File: config.mk
export PLATFORM = sky130hd
export DESIGN_NAME = mnbf_ctrl
export DESIGN_NICKNAME = d
export VERILOG_FILES = /design/src/hw/rtl/mnbf_pkg.sv /design/src/hw/rtl/mnbf_ctrl.sv
export SDC_FILE = /design/constraint.sdc
export NUM_CORES = 1
export LEC_CHECK = 0
export ABC_AREA = 1
export BUFFER_PORTS_ARGS = -buffer_cell sky130_fd_sc_hd__buf_2
export CAP_MARGIN = 10
export CORE_AREA = 2 2 39 41
export CTS_BUF_LIST = sky130_fd_sc_hd__clkbuf_16
export CTS_CLUSTER_SIZE = 12
export DETAILED_ROUTE_END_ITERATION = 8
export DIE_AREA = 0 0 41 43
export PLACE_DENSITY = 0.8
export SYNTH_ARGS = -nofsm -noshare
export SYNTH_HDL_FRONTEND = slang
export SYNTH_SLANG_ARGS = --single-unit
export TNS_END_PERCENT = 30
File: constraint.sdc
create_clock -name clk -period 1.6 [get_ports clk]
set_clock_uncertainty 0.05 [all_clocks]
set_input_delay 0.16 -clock clk [delete_from_list [all_inputs] [get_ports clk]]
set_output_delay 0.16 -clock clk [all_outputs]
set_load 0.005 [all_outputs]
File: src/hw/rtl/mnbf_pkg.sv
// ----------------------------------------------------------------------------
// mnbf_pkg: shared types and constants of the mains notch / baseline filter
// Holds fixed field widths, rate codes, length tables, controller state and
// the command and status words passed between controller and datapath.
// ----------------------------------------------------------------------------
package mnbf_pkg;

  // fixed widths of the Q.8 pipeline
  localparam int RING_W     = 34;
  localparam int SUM_W      = 43;
  localparam int OUT_W      = 34;
  localparam int OUT_TW     = ((OUT_W + 7) / 8) * 8;
  localparam int RATE_W     = 2;
  // notch gain of two plus 8 fraction bits: multiply by 512
  localparam int FRAC_SHIFT = 9;

  // rate codes; the reserved code behaves as the fastest rate
  localparam logic [RATE_W-1:0] RATE_250   = 2'd0;
  localparam logic [RATE_W-1:0] RATE_500   = 2'd1;
  localparam logic [RATE_W-1:0] RATE_1K    = 2'd2;
  localparam logic [RATE_W-1:0] RATE_RESET = RATE_500;

  // comb length per rate
  function automatic int notch_len(input logic [RATE_W-1:0] sel);
    int len;
    unique case (sel)
      RATE_250: len = 5;
      RATE_500: len = 10;
      default:  len = 20;
    endcase
    return len;
  endfunction

  // baseline average length per rate
  function automatic int drift_len(input logic [RATE_W-1:0] sel);
    int len;
    unique case (sel)
      RATE_250: len = 100;
      RATE_500: len = 200;
      default:  len = 400;
    endcase
    return len;
  endfunction

  typedef enum logic [3:0] {
    S_IDLE,
    S_NOTCH,
    S_NGO,
    S_NWAIT,
    S_PRIME,
    S_SWEEP,
    S_RD1,
    S_UPD1,
    S_GO1,
    S_WAIT1,
    S_RD2,
    S_UPD2,
    S_GO2,
    S_WAIT2,
    S_OUT
  } state_t;

  typedef enum logic [1:0] {
    DIV_NOTCH,
    DIV_AVG1,
    DIV_AVG2
  } div_src_t;

  typedef struct packed {
    logic     accept;
    logic     notch_upd;
    logic     div_go;
    div_src_t div_src;
    logic     cap_notch;
    logic     cap_avg1;
    logic     cap_avg2;
    logic     prime;
    logic     sweep;
    logic     upd1;
    logic     upd2;
    logic     fix_n;
    logic     fix_1;
    logic     fix_2;
    logic     out_load;
  } cmd_t;

  typedef struct packed {
    logic div_done;
    logic primed;
    logic sweep_last;
  } status_t;

endpackage

File: src/hw/rtl/mnbf_ctrl.sv
// ----------------------------------------------------------------------------
// mnbf_ctrl: filter sequencer
// Walks one sample through notch, optional baseline priming, both moving
// averages and the output register; owns the stream handshakes.
// ----------------------------------------------------------------------------
module mnbf_ctrl (
  input  logic               clk,
  input  logic               rst_n,
  input  logic               in_tvalid,
  output logic               in_tready,
  output logic               out_tvalid,
  input  logic               out_tready,
  input  mnbf_pkg::status_t  status,
  output mnbf_pkg::cmd_t     cmd
);

  mnbf_pkg::state_t state_r;
  mnbf_pkg::state_t state_nxt;
  logic             out_valid_r;
  logic             out_valid_nxt;

  // state and output-valid registers
  always_ff @(posedge clk) begin
    if (!rst_n) begin
      state_r     <= mnbf_pkg::S_IDLE;
      out_valid_r <= 1'b0;
    end else begin
      state_r     <= state_nxt;
      out_valid_r <= out_valid_nxt;
    end
  end

  // next state and commands
  always_comb begin
    state_nxt   = state_r;
    cmd         = '0;
    cmd.div_src = mnbf_pkg::DIV_NOTCH;
    in_tready   = 1'b0;
    unique case (state_r)
      mnbf_pkg::S_IDLE: begin
        in_tready  = 1'b1;
        cmd.accept = in_tvalid;
        if (in_tvalid) state_nxt = mnbf_pkg::S_NOTCH;
      end
      mnbf_pkg::S_NOTCH: begin
        cmd.notch_upd = 1'b1;
        state_nxt     = mnbf_pkg::S_NGO;
      end
      mnbf_pkg::S_NGO: begin
        cmd.fix_n  = 1'b1;
        cmd.div_go = 1'b1;
        state_nxt  = mnbf_pkg::S_NWAIT;
      end
      mnbf_pkg::S_NWAIT: begin
        cmd.fix_n     = 1'b1;
        cmd.cap_notch = status.div_done;
        if (status.div_done) begin
          state_nxt = status.primed ? mnbf_pkg::S_RD1 : mnbf_pkg::S_PRIME;
        end
      end
      mnbf_pkg::S_PRIME: begin
        cmd.fix_n = 1'b1;
        cmd.prime = 1'b1;
        state_nxt = mnbf_pkg::S_SWEEP;
      end
      mnbf_pkg::S_SWEEP: begin
        cmd.fix_n = 1'b1;
        cmd.sweep = 1'b1;
        if (status.sweep_last) state_nxt = mnbf_pkg::S_RD1;
      end
      mnbf_pkg::S_RD1: begin
        cmd.fix_n = 1'b1;
        state_nxt = mnbf_pkg::S_UPD1;
      end
      mnbf_pkg::S_UPD1: begin
        cmd.fix_n = 1'b1;
        cmd.upd1  = 1'b1;
        state_nxt = mnbf_pkg::S_GO1;
      end
      mnbf_pkg::S_GO1: begin
        cmd.fix_n   = 1'b1;
        cmd.fix_1   = 1'b1;
        cmd.div_go  = 1'b1;
        cmd.div_src = mnbf_pkg::DIV_AVG1;
        state_nxt   = mnbf_pkg::S_WAIT1;
      end
      mnbf_pkg::S_WAIT1: begin
        cmd.fix_n    = 1'b1;
        cmd.fix_1    = 1'b1;
        cmd.cap_avg1 = status.div_done;
        if (status.div_done) state_nxt = mnbf_pkg::S_RD2;
      end
      mnbf_pkg::S_RD2: begin
        cmd.fix_n = 1'b1;
        cmd.fix_1 = 1'b1;
        state_nxt = mnbf_pkg::S_UPD2;
      end
      mnbf_pkg::S_UPD2: begin
        cmd.fix_n = 1'b1;
        cmd.fix_1 = 1'b1;
        cmd.upd2  = 1'b1;
        state_nxt = mnbf_pkg::S_GO2;
      end
      mnbf_pkg::S_GO2: begin
        cmd.fix_n   = 1'b1;
        cmd.fix_1   = 1'b1;
        cmd.fix_2   = 1'b1;
        cmd.div_go  = 1'b1;
        cmd.div_src = mnbf_pkg::DIV_AVG2;
        state_nxt   = mnbf_pkg::S_WAIT2;
      end
      mnbf_pkg::S_WAIT2: begin
        cmd.fix_n    = 1'b1;
        cmd.fix_1    = 1'b1;
        cmd.fix_2    = 1'b1;
        cmd.cap_avg2 = status.div_done;
        if (status.div_done) state_nxt = mnbf_pkg::S_OUT;
      end
      mnbf_pkg::S_OUT: begin
        cmd.fix_n = 1'b1;
        cmd.fix_1 = 1'b1;
        cmd.fix_2 = 1'b1;
        if (!out_valid_r || out_tready) begin
          cmd.out_load = 1'b1;
          state_nxt    = mnbf_pkg::S_IDLE;
        end
      end
      default: state_nxt = mnbf_pkg::S_IDLE;
    endcase
  end

  // result word held until taken
  always_comb begin
    priority if (cmd.out_load) out_valid_nxt = 1'b1;
    else if (out_tready)       out_valid_nxt = 1'b0;
    else                       out_valid_nxt = out_valid_r;
  end

  assign out_tvalid = out_valid_r;

  // divider finishes only while the sequencer waits for it
  a_done_in_wait: assert property (@(posedge clk) disable iff (!rst_n)
    status.div_done |-> (state_r == mnbf_pkg::S_NWAIT || state_r == mnbf_pkg::S_WAIT1 ||
                         state_r == mnbf_pkg::S_WAIT2))
    else $error("divider done outside a wait state");

  // a pending result is never overwritten
  a_no_overwrite: assert property (@(posedge clk) disable iff (!rst_n)
    cmd.out_load |-> (!out_valid_r || out_tready))
    else $error("result register overwritten");

  // baseline stage always runs on primed state
  a_primed_rd1: assert property (@(posedge clk) disable iff (!rst_n)
    (state_r == mnbf_pkg::S_RD1) |-> status.primed)
    else $error("baseline update before priming");

  // an accepted word starts the notch step next cycle
  a_accept_notch: assert property (@(posedge clk) disable iff (!rst_n)
    cmd.accept |=> (state_r == mnbf_pkg::S_NOTCH))
    else $error("accepted word not processed");

endmodule
==> impl_metrics.yaml, run 1 <==
power:
  p_seq_share_pct: 21.0
  power_frac_comb_pct: 26.0
  sw_frac_of_total_pct: 30.0
  p_sw_mw: 0.230
  power_frac_clock_pct: 53.0
  power_density_nw_per_um2: 993
  internal_power_mw: 0.537
  p_leak_nw: 0.468
  p_total_mw: 0.767
  ir_drop_mv: 0.622
logic_synthesis:
  syn_area_um2: 556
  syn_area_per_cell_um2: 5.97
  ys_top_cells_by_area: "dfxtp_1 18%, inv_1 11%, nand2_1 9.5%"
  yosysMostFrequentCell: "inv_1"
  synth_commonest_cells: "17 x inv_1, 14 x nand2_1, 14 x nor2_1"
  synth_top_family_by_area: "simple AND/OR/NAND/NOR gates"
  yosys.area_share.xor_xnor_pct: 0
  ys_warn_count: 0
  synth_top_area_share_pct: 18.0
  synthCells: 93
  synth_top_area_cell: "dfxtp_1"
  async_flop_share_pct: 0
  synth_compound_area_share_pct: 8.56
  synth_fa_ha_area_share_pct: 0
  synth_cell_type_count: 20
  synth-edff-count: 0
  synthFlopType: "dfxtp_1"
  syn_nets: 100
  ys_ff_latch: 5
  yosysSeqAreaShare_pct: 18.0
  synth_simple_gate_area_share_pct: 54.5
  muxShareOfSynthArea_pct: 0
critical_path:
  start_kind: "flop"
  arrival_ns: 1.26
  r2r_cells: 8
  r2r_setup_slack_ns: 0.22
  setup.worst_path.end_class: "output port"
  cp.required_ns: 1.39
  worst-path-max-fanout: 7
  worstReg2RegEnd: "state_r[0]"
  crit_type: "reg2out"
  reg2reg_from: "state_r[1]"
clock_tree:
  numClockSinks: 5
  clkTransAtPathRegs_ns: 0.03
  cts_root_buffer: "clkbuf_16"
  tritoncts: "yes"
  cts_htree_levels: 1
  hold_buffers: 0
  clockBufferDepth: 2
  clock_latency_ns: 0.23
  cts_resized: 0
  post-cts-setup-buffers: 0
  cts_buffers: 3
timing:
  tns_ns: 0
  rsz0062_at_grt: "false"
  finalHoldViolCount: 0
  slew_headroom_pct: 79.8
  fmax_mhz: 680
  fin_crit_ns: 1.47
  hold-worst-slack_ns: 0.184
  worst_slew_pin_slew_ns: 0.302
  finalSetupViolations: 0
  postLayoutSetupSlackWorst_ns: 0.128
  finalCritPeriodShare_pct: 92.0
  slew_viol_final: 0
placed_design:
  place.gp.congestion: 0.917
  placed_area_um2: 692
  place_hpwl_um: 1200
  port_buffers: 24
  dp_slack_ns: 0.229
global_routing:
  grt_usage_pct: 19.5
  grt_pass1_wl_um: 2360
  grt_max_degree: 8
  overflow: 0
  antenna_found_initial: 0
  grt_pass1_vias: 585
detailed_routing:
  drtIter0Drc: 20
  ant_nets: 0
  drc: 0
  wire_per_inst_um: 11.1
  firstDrtPassIters: 4
  vias: 691
  vias_per_cell: 5.04
  wirelength_um: 1530
die:
  dieArea_um2: 1760
  initial_core_util_pct: 40.1
  die_w_um: 41
  pin_count: 25
  coreArea_um2: 1380
  die_h_um: 43
  row_count: 14
min_path:
  hold_end: "out_tvalid"
  worstHoldStart: "rst_n"
  hold_depth: 3
  hold_class: "in2reg"
job:
  drv_cap: 0
finish:
  diodes: 0
  final_layout_size_suffix_gt1_share_pct: 41.3
  fin_area_um2: 773
  nets: 129
  area_growth_pct: 39.2
status:
  status: "finished, final reports clean"
[logic make-up after synthesis]
kind of cell           Yosys count
and+or+nand+nor                 55
buffers and inverters           24
AOI/OAI and AO/OA                9
DFF                              5
[cell usage in the layout, fill, tap and decap left out, types with 2 or more instances in the layout]
| master | netlist | routed |
|---|---|---|
| nand3_1 | 7 | 7 |
| nor3_1 | 4 | 4 |
| inv_2 | 4 | 4 |
| a21oi_1 | 6 | 6 |
| buf_4 | 2 | 3 |
| nand2_4 | 2 | 2 |
| inv_1 | 17 | 18 |
| nor2_1 | 14 | 14 |
| buf_2 | 0 | 24 |
| nand2_1 | 14 | 14 |
| nand4_1 | 2 | 2 |
| clkbuf_16 | 0 | 3 |
| dfxtp_1 | 5 | 3 |
| nand2_2 | 4 | 4 |
| nand3_2 | 3 | 3 |
| dfxtp_2 | 0 | 2 |
| nor2_4 | 3 | 3 |
[sequential cells by signal (all words and copies together) (netlist names)]
register,count
out_tvalid,1
state_r,4
[metrics by stage]
step           instances  utilization [%]
2_1_floorplan         93                -
3_3_place_gp         133             50.0
3_5_place_dp         133             50.0
4_1_cts              137             55.7
5_1_grt              137             55.9
6_report             137             55.9
[layer usage]
layer  share of wire, %  GRT usage (%)
met1                 42           22.8
met2                 49           32.2
met3                7.1           4.71
met4                1.8           7.33
met5                  0              0
[power groups by stage]
stage          Sequential, mW  Combinational (mW)  Clock [mW]
4_1_cts                 0.160               0.199       0.408
5_1_grt                 0.162               0.225       0.418
6_report                0.161               0.199       0.407
3_5_place_dp            0.162               0.196           0
2_1_floorplan           0.153               0.140           0
3_3_place_gp            0.160               0.195           0
[area by class of cell]
| cell class | instances | area, µm² |
|---|---|---|
| fill | 126 | 611 |
| multi-input combinational | 64 | 350 |
| timing repair buffer | 27 | 143 |
| sequential | 5 | 103 |
| inverter | 21 | 78.8 |
| clock buffer | 3 | 75.1 |
| tap | 16 | 20.0 |
| clock inverter | 1 | 3.75 |
[critical path: stages, from the launching register on]
cell	delay, ns
dfxtp_1	0.48
nand2_1	0.13
inv_2	0.15
nand2_4	0.08
nor2_1	0.08
buf_2	0.11
[how the worst max path moves through the flow]
| stage | start | endpoint |
|---|---|---|
| global route | state_r[1] | cmd[10] |
| floorplan | state_r[3] | state_r[0] |
| global placement | state_r[2] | state_r[3] |
| detailed placement | state_r[3] | state_r[0] |
| CTS | state_r[3] | cmd[8] |
| finish | state_r[1] | cmd[10] |
No activity file was read; power rests on OpenSTA's default activity.
==> inputs of run 2 (changes only) <==
Settings changed: CELL_PAD_IN_SITES_DETAIL_PLACEMENT set to 1, CELL_PAD_IN_SITES_GLOBAL_PLACEMENT set to 2, CORE_AREA 2 2 39 41 to unset, CORE_ASPECT_RATIO set to 0.5, CORE_MARGIN set to 1, CORE_UTILIZATION set to 21, DIE_AREA 0 0 41 43 to unset, PLACE_DENSITY 0.8 to unset, PLACE_DENSITY_LB_ADDON set to 0.1.
==> run 2 against run 1 <==
- global-route usage fell by 3.8 points
- non-clock buffer count unchanged
- register-to-register slack hardly changed
- critical endpoint is now cmd[13]
- largest cell class unchanged
==> impl_metrics.yaml, run 2 (synthesized netlist as in run 1, its figures left out) <==
critical_path:
  worst-path-max-fanout: 6
  arrival_ns: 1.28
  crit_type: "reg2out"
  setup.worst_path.end_class: "output port"
  cp.required_ns: 1.39
  max_stage_delay_ns: 0.31
  crit_chain: "buf_4, nor2_4, inv_1, o22ai_1, buf_2"
  r2r_cells: 8
  start_kind: "flop"
  crit_path_top_delay_cell: "dfxtp_1"
  r2r_setup_slack_ns: 0.22
detailed_routing:
  vias_per_cell: 4.29
  drc: 0
  wirelength_um: 1920
  vias: 669
  firstDrtPassIters: 4
  wire_per_inst_um: 12.3
  ant_nets: 0
  drtIter0Drc: 26
global_routing:
  grt_max_degree: 11
  antenna_found_initial: 0
  overflow: 0
  grt_usage_pct: 15.7
  grt_pass1_vias: 615
  grt_pass1_wl_um: 3100
clock_tree:
  clkTransAtPathRegs_ns: 0.03
  post-cts-setup-buffers: 0
  cts_buffers: 3
  cts_htree_levels: 1
  numClockSinks: 5
  tritoncts: "yes"
  clock_latency_ns: 0.23
  hold_buffers: 0
  clockBufferDepth: 2
  cts_resized: 0
  cts_root_buffer: "clkbuf_16"
placed_design:
  place.gp.congestion: 0.895
  dp_slack_ns: 0.231
  place_hpwl_um: 1630
  placed_area_um2: 716
  dp.cells: 152
  port_buffers: 24
finish:
  largest_register_ffs: 4
  top_register: "state_r"
  diodes: 0
  final_layout_size_suffix_gt1_share_pct: 40.5
  nets: 129
  layout_commonest_cell: "buf_2"
  fin_cells: 156
  seq_area_um2: 100
  fin_area_um2: 796
  layout_common_cells: "24 x buf_2, 17 x inv_1, 14 x nor2_1, 14 x nand2_1, 7 x nand3_1"
  area_growth_pct: 43.2
  final_core_util_pct: 33.8
  multiInputGateArea_um2: 350
  n_fill_cell: 331
timing:
  worst_slew_pin_slew_ns: 0.267
  hold-worst-slack_ns: 0.184
  finalHoldViolCount: 0
  rsz0062_at_grt: "false"
  tns_ns: 0
  slew_headroom_pct: 82.2
  finalSetupViolations: 0
  postLayoutSetupSlackWorst_ns: 0.110
  fin_crit_ns: 1.49
  fmax_mhz: 671
  slew_viol_final: 0
  finalCritPeriodShare_pct: 93.1
power:
  p_leak_nw: 0.466
  p_total_mw: 0.785
  power_density_nw_per_um2: 987
  ir_drop_mv: 0.536
job:
  drv_cap: 0
die:
  pin_count: 25
  dieArea_um2: 2870
  row_count: 12
  die_w_um: 74.7
  die_h_um: 38.4
  initial_core_util_pct: 23.6
  coreArea_um2: 2360
status:
  status: "finished, final reports clean"
min_path:
  hold_class: "in2reg"
  hold_depth: 3
## run 2: cell types whose count changed in the layout (fill, tap and decap cells not counted)
cell | previous run | this run
dfxtp_1 | 3 | 5
dfxtp_2 | 2 | 0
clkinv_2 | 0 | 1
inv_1 | 18 | 17
## run 2: area by class of cell
cell class,instances,share of cell area [%]
inverters,21,9.91
multi-input cells,64,44.0
clock inverters,1,0.629
well taps,35,5.50
flip-flops and latches,5,12.6
clock buffers,3,9.43
repair buffers,27,17.9
## run 2: power breakdown
group | total [mW] | switching, mW | internal [mW]
logic | 0.209 | 0.131 | 0.0776
clock network | 0.420 | 0.0930 | 0.327
registers | 0.156 | 0.0198 | 0.136
## run 2: path summary, 6_finish.rpt
| path | start | end |
|---|---|---|
| hold reg to reg | state_r[0] | state_r[0] |
| setup / recovery | state_r[2] | cmd[13] |
| hold / removal | rst_n | out_tvalid |
| setup reg to reg | state_r[0] | state_r[0] |
## run 2: worst max-delay path, delay by kind of cell, from the launching register on
| family | cells | cell delay (ns) |
|---|---|---|
| flip-flops | 1 | 0.31 |
| buffers and inverters | 3 | 0.37 |
| AO/OA/AOI/OAI | 1 | 0.14 |
| AND/OR/NAND/NOR | 1 | 0.21 |
## run 2: metal layers
layer,vias to the layer above,wire length [µm],GRT usage [%],share of wire [%]
met3,2,114,4.21,5.9
met2,18,759,21.6,39
li1,346,-,-,-
met1,303,1020,22.3,53
met5,-,0,0,0
met4,0,24,7.08,1.2
==> inputs of run 3 (changes only) <==
Settings changed: ABC_AREA 1 to 0, CORE_ASPECT_RATIO 0.5 to unset, CORE_UTILIZATION 21 to 24.
==> run 3 against run 2 <==
- non-clock buffer count grew 12
- sequential share of layout area shrank 0.46 points
- sequential power grew 13%
- design area grew 7.7%
- critical path depth shrank 1
- combinational power grew 79%
==> impl_metrics.yaml, run 3 <==
status:
  status: "finished, final reports clean"
power:
  p_leak_nw: 0.418
  ir_drop_mv: 0.527
  power_density_nw_per_um2: 1120
die:
  initial_core_util_pct: 25.6
  die_h_um: 50.5
  die_w_um: 50.5
  dieArea_um2: 2550
  row_count: 17
  coreArea_um2: 2210
  pin_count: 25
timing:
  finalSetupViolations: 0
  slew_headroom_pct: 80.6
  finalHoldViolCount: 0
  finalCritPeriodShare_pct: 96.2
  hold-worst-slack_ns: 0.150
  rsz0062_at_grt: "true"
  fmax_mhz: 650
  worst_slew_pin_slew_ns: 0.291
  fin_crit_ns: 1.54
  slew_viol_final: 0
critical_path:
  cp_num_buf_inv: 2
  arrival_ns: 1.33
  crit_path_top_delay_cell: "dfxtp_1"
  max_stage_delay_ns: 0.48
  crit_type: "reg2out"
  cp_top_family: "flip-flops"
  worst-path-max-fanout: 8
  start_kind: "flop"
  cp.required_ns: 1.39
  setup.worst_path.end_class: "output port"
  crit_chain: "nand2_1, buf_4, nor3_1, buf_2"
finish:
  final_layout_size_suffix_gt1_share_pct: 49.1
  top_register: "state_r"
  largest_register_ffs: 4
  area_growth_pct: 51.5
  fin_area_um2: 857
  diodes: 0
  fin_cells: 138
  n_fill_cell: 294
  layout_common_cells: "24 x buf_2, 14 x buf_4, 12 x nor2_1"
  multiInputGateArea_um2: 388
  nets: 118
  layout_commonest_cell: "buf_2"
  seq_area_um2: 104
detailed_routing:
  wire_per_inst_um: 13.6
  drtIter0Drc: 4
  vias: 660
  drc: 0
  wirelength_um: 1880
  ant_nets: 0
  firstDrtPassIters: 4
  vias_per_cell: 4.78
global_routing:
  grt_pass1_vias: 649
  antenna_found_initial: 0
  grt_max_degree: 11
  grt_usage_pct: 16.1
  overflow: 0
  grt_pass1_wl_um: 2990
placed_design:
  place.gp.congestion: 0.746
  dp.cells: 134
  port_buffers: 24
  place_hpwl_um: 1490
  placed_area_um2: 759
logic_synthesis:
  async_flop_share_pct: 0
  synthCells: 74
  synth-edff-count: 0
  yosysSeqAreaShare_pct: 17.7
  yosysMostFrequentCell: "nor2_1"
  syn_area_um2: 566
  synthFlopType: "dfxtp_1"
  ys_ff_latch: 5
  syn_nets: 81
  synth_top_area_share_pct: 17.7
  ys_warn_count: 0
  ys_top_cells_by_area: "dfxtp_1 18%, buf_6 8.0%, nor2_1 8.0%"
  synth_commonest_cells: "12 x nor2_1, 8 x nor3_1, 5 x dfxtp_1, 5 x nand2_1"
  syn_area_per_cell_um2: 7.64
  synth_cell_type_count: 30
  synth_top_area_cell: "dfxtp_1"
clock_tree:
  numClockSinks: 5
  clockBufferDepth: 2
  cts_buffers: 3
  cts_htree_levels: 1
  tritoncts: "yes"
  clock_latency_ns: 0.23
  clkTransAtPathRegs_ns: 0.03
  cts_root_buffer: "clkbuf_16"
job:
  drv_cap: 0
min_path:
  hold_class: "in2reg"
-- run 3: changes by cell type after synthesis, sizes merged, moves of 4 or more --
cell	change
nand2b	+4
inv	-17
nor2	-6
nand3	-10
nand2	-15
nor3	+4
-- run 3: kinds of logic (layout without fill, tap and decap cells) --
logic type	after synthesis	in the layout	share of synthesized area (%)
and+or+nand+nor	40	40	38.1
AOI/OAI and AO/OA	18	18	28.5
buffers and inverters	11	47	15.7
DFF	5	5	17.7
-- run 3: worst paths after layout --
| check | endpoint | startpoint | cells past startpoint | slack [ns] |
|---|---|---|---|---|
| setup / recovery | cmd[8] | state_r[2] | 4 | 0.06 |
| hold / removal | state_r[1] | rst_n | 2 | 0.15 |
| setup reg to reg | state_r[3] | state_r[3] | 5 | 0.06 |
| hold reg to reg | out_tvalid | out_tvalid | 2 | 0.56 |
-- run 3: repair_timing --
action,4_1_cts,5_1_grt
buffers inserted,0,0
hold buffers,0,0
resized for setup,1,4
endpoints found under the setup margin,2,6
-- run 3: where the power goes --
group / internal, mW / leakage (nW) / switching (mW)
logic: 0.199 / 0.334 / 0.175
clock network: 0.324 / 0.0423 / 0.0833
registers: 0.145 / 0.0413 / 0.0306
total: 0.668 / 0.418 / 0.289
-- run 3: final cells by class --
| type | instances | share of cell area, % |
|---|---|---|
| multi-input combinational | 58 | 45.3 |
| clock inverter | 1 | 0.438 |
| clock buffer | 3 | 8.76 |
| tap | 28 | 4.09 |
| inverter | 4 | 1.75 |
| timing repair buffer | 39 | 27.6 |
| sequential | 5 | 12.1 |
-- run 3: metrics by stage --
step	setup WS (ns)	util, %	total power, mW	TNS (ns)
after floorplan	0.0397	-	0.395	0
after global placement	0.0831	34.3	0.524	0
after detailed placement	0.0358	34.3	0.528	0
after CTS	0.0236	38.0	0.943	0
after global routing	-0.0174	38.7	1.01	-0.0332
final	0.0610	38.7	0.958	0
-- run 3: layer usage --
metal / GRT usage, % / part of all wire (%)
met1: 19.3 / 48
met5: 0 / 0
met3: 3.03 / 3.5
met2: 27.8 / 48
met4: 6.94 / 0.59
-- run 3: worst reg2reg max path: stages, from the launching register on --
cell      delay (ns)
dfxtp_1         0.34
buf_4           0.19
nand4b_1        0.17
o32a_4          0.27
and3_4          0.19
a311oi_2        0.24
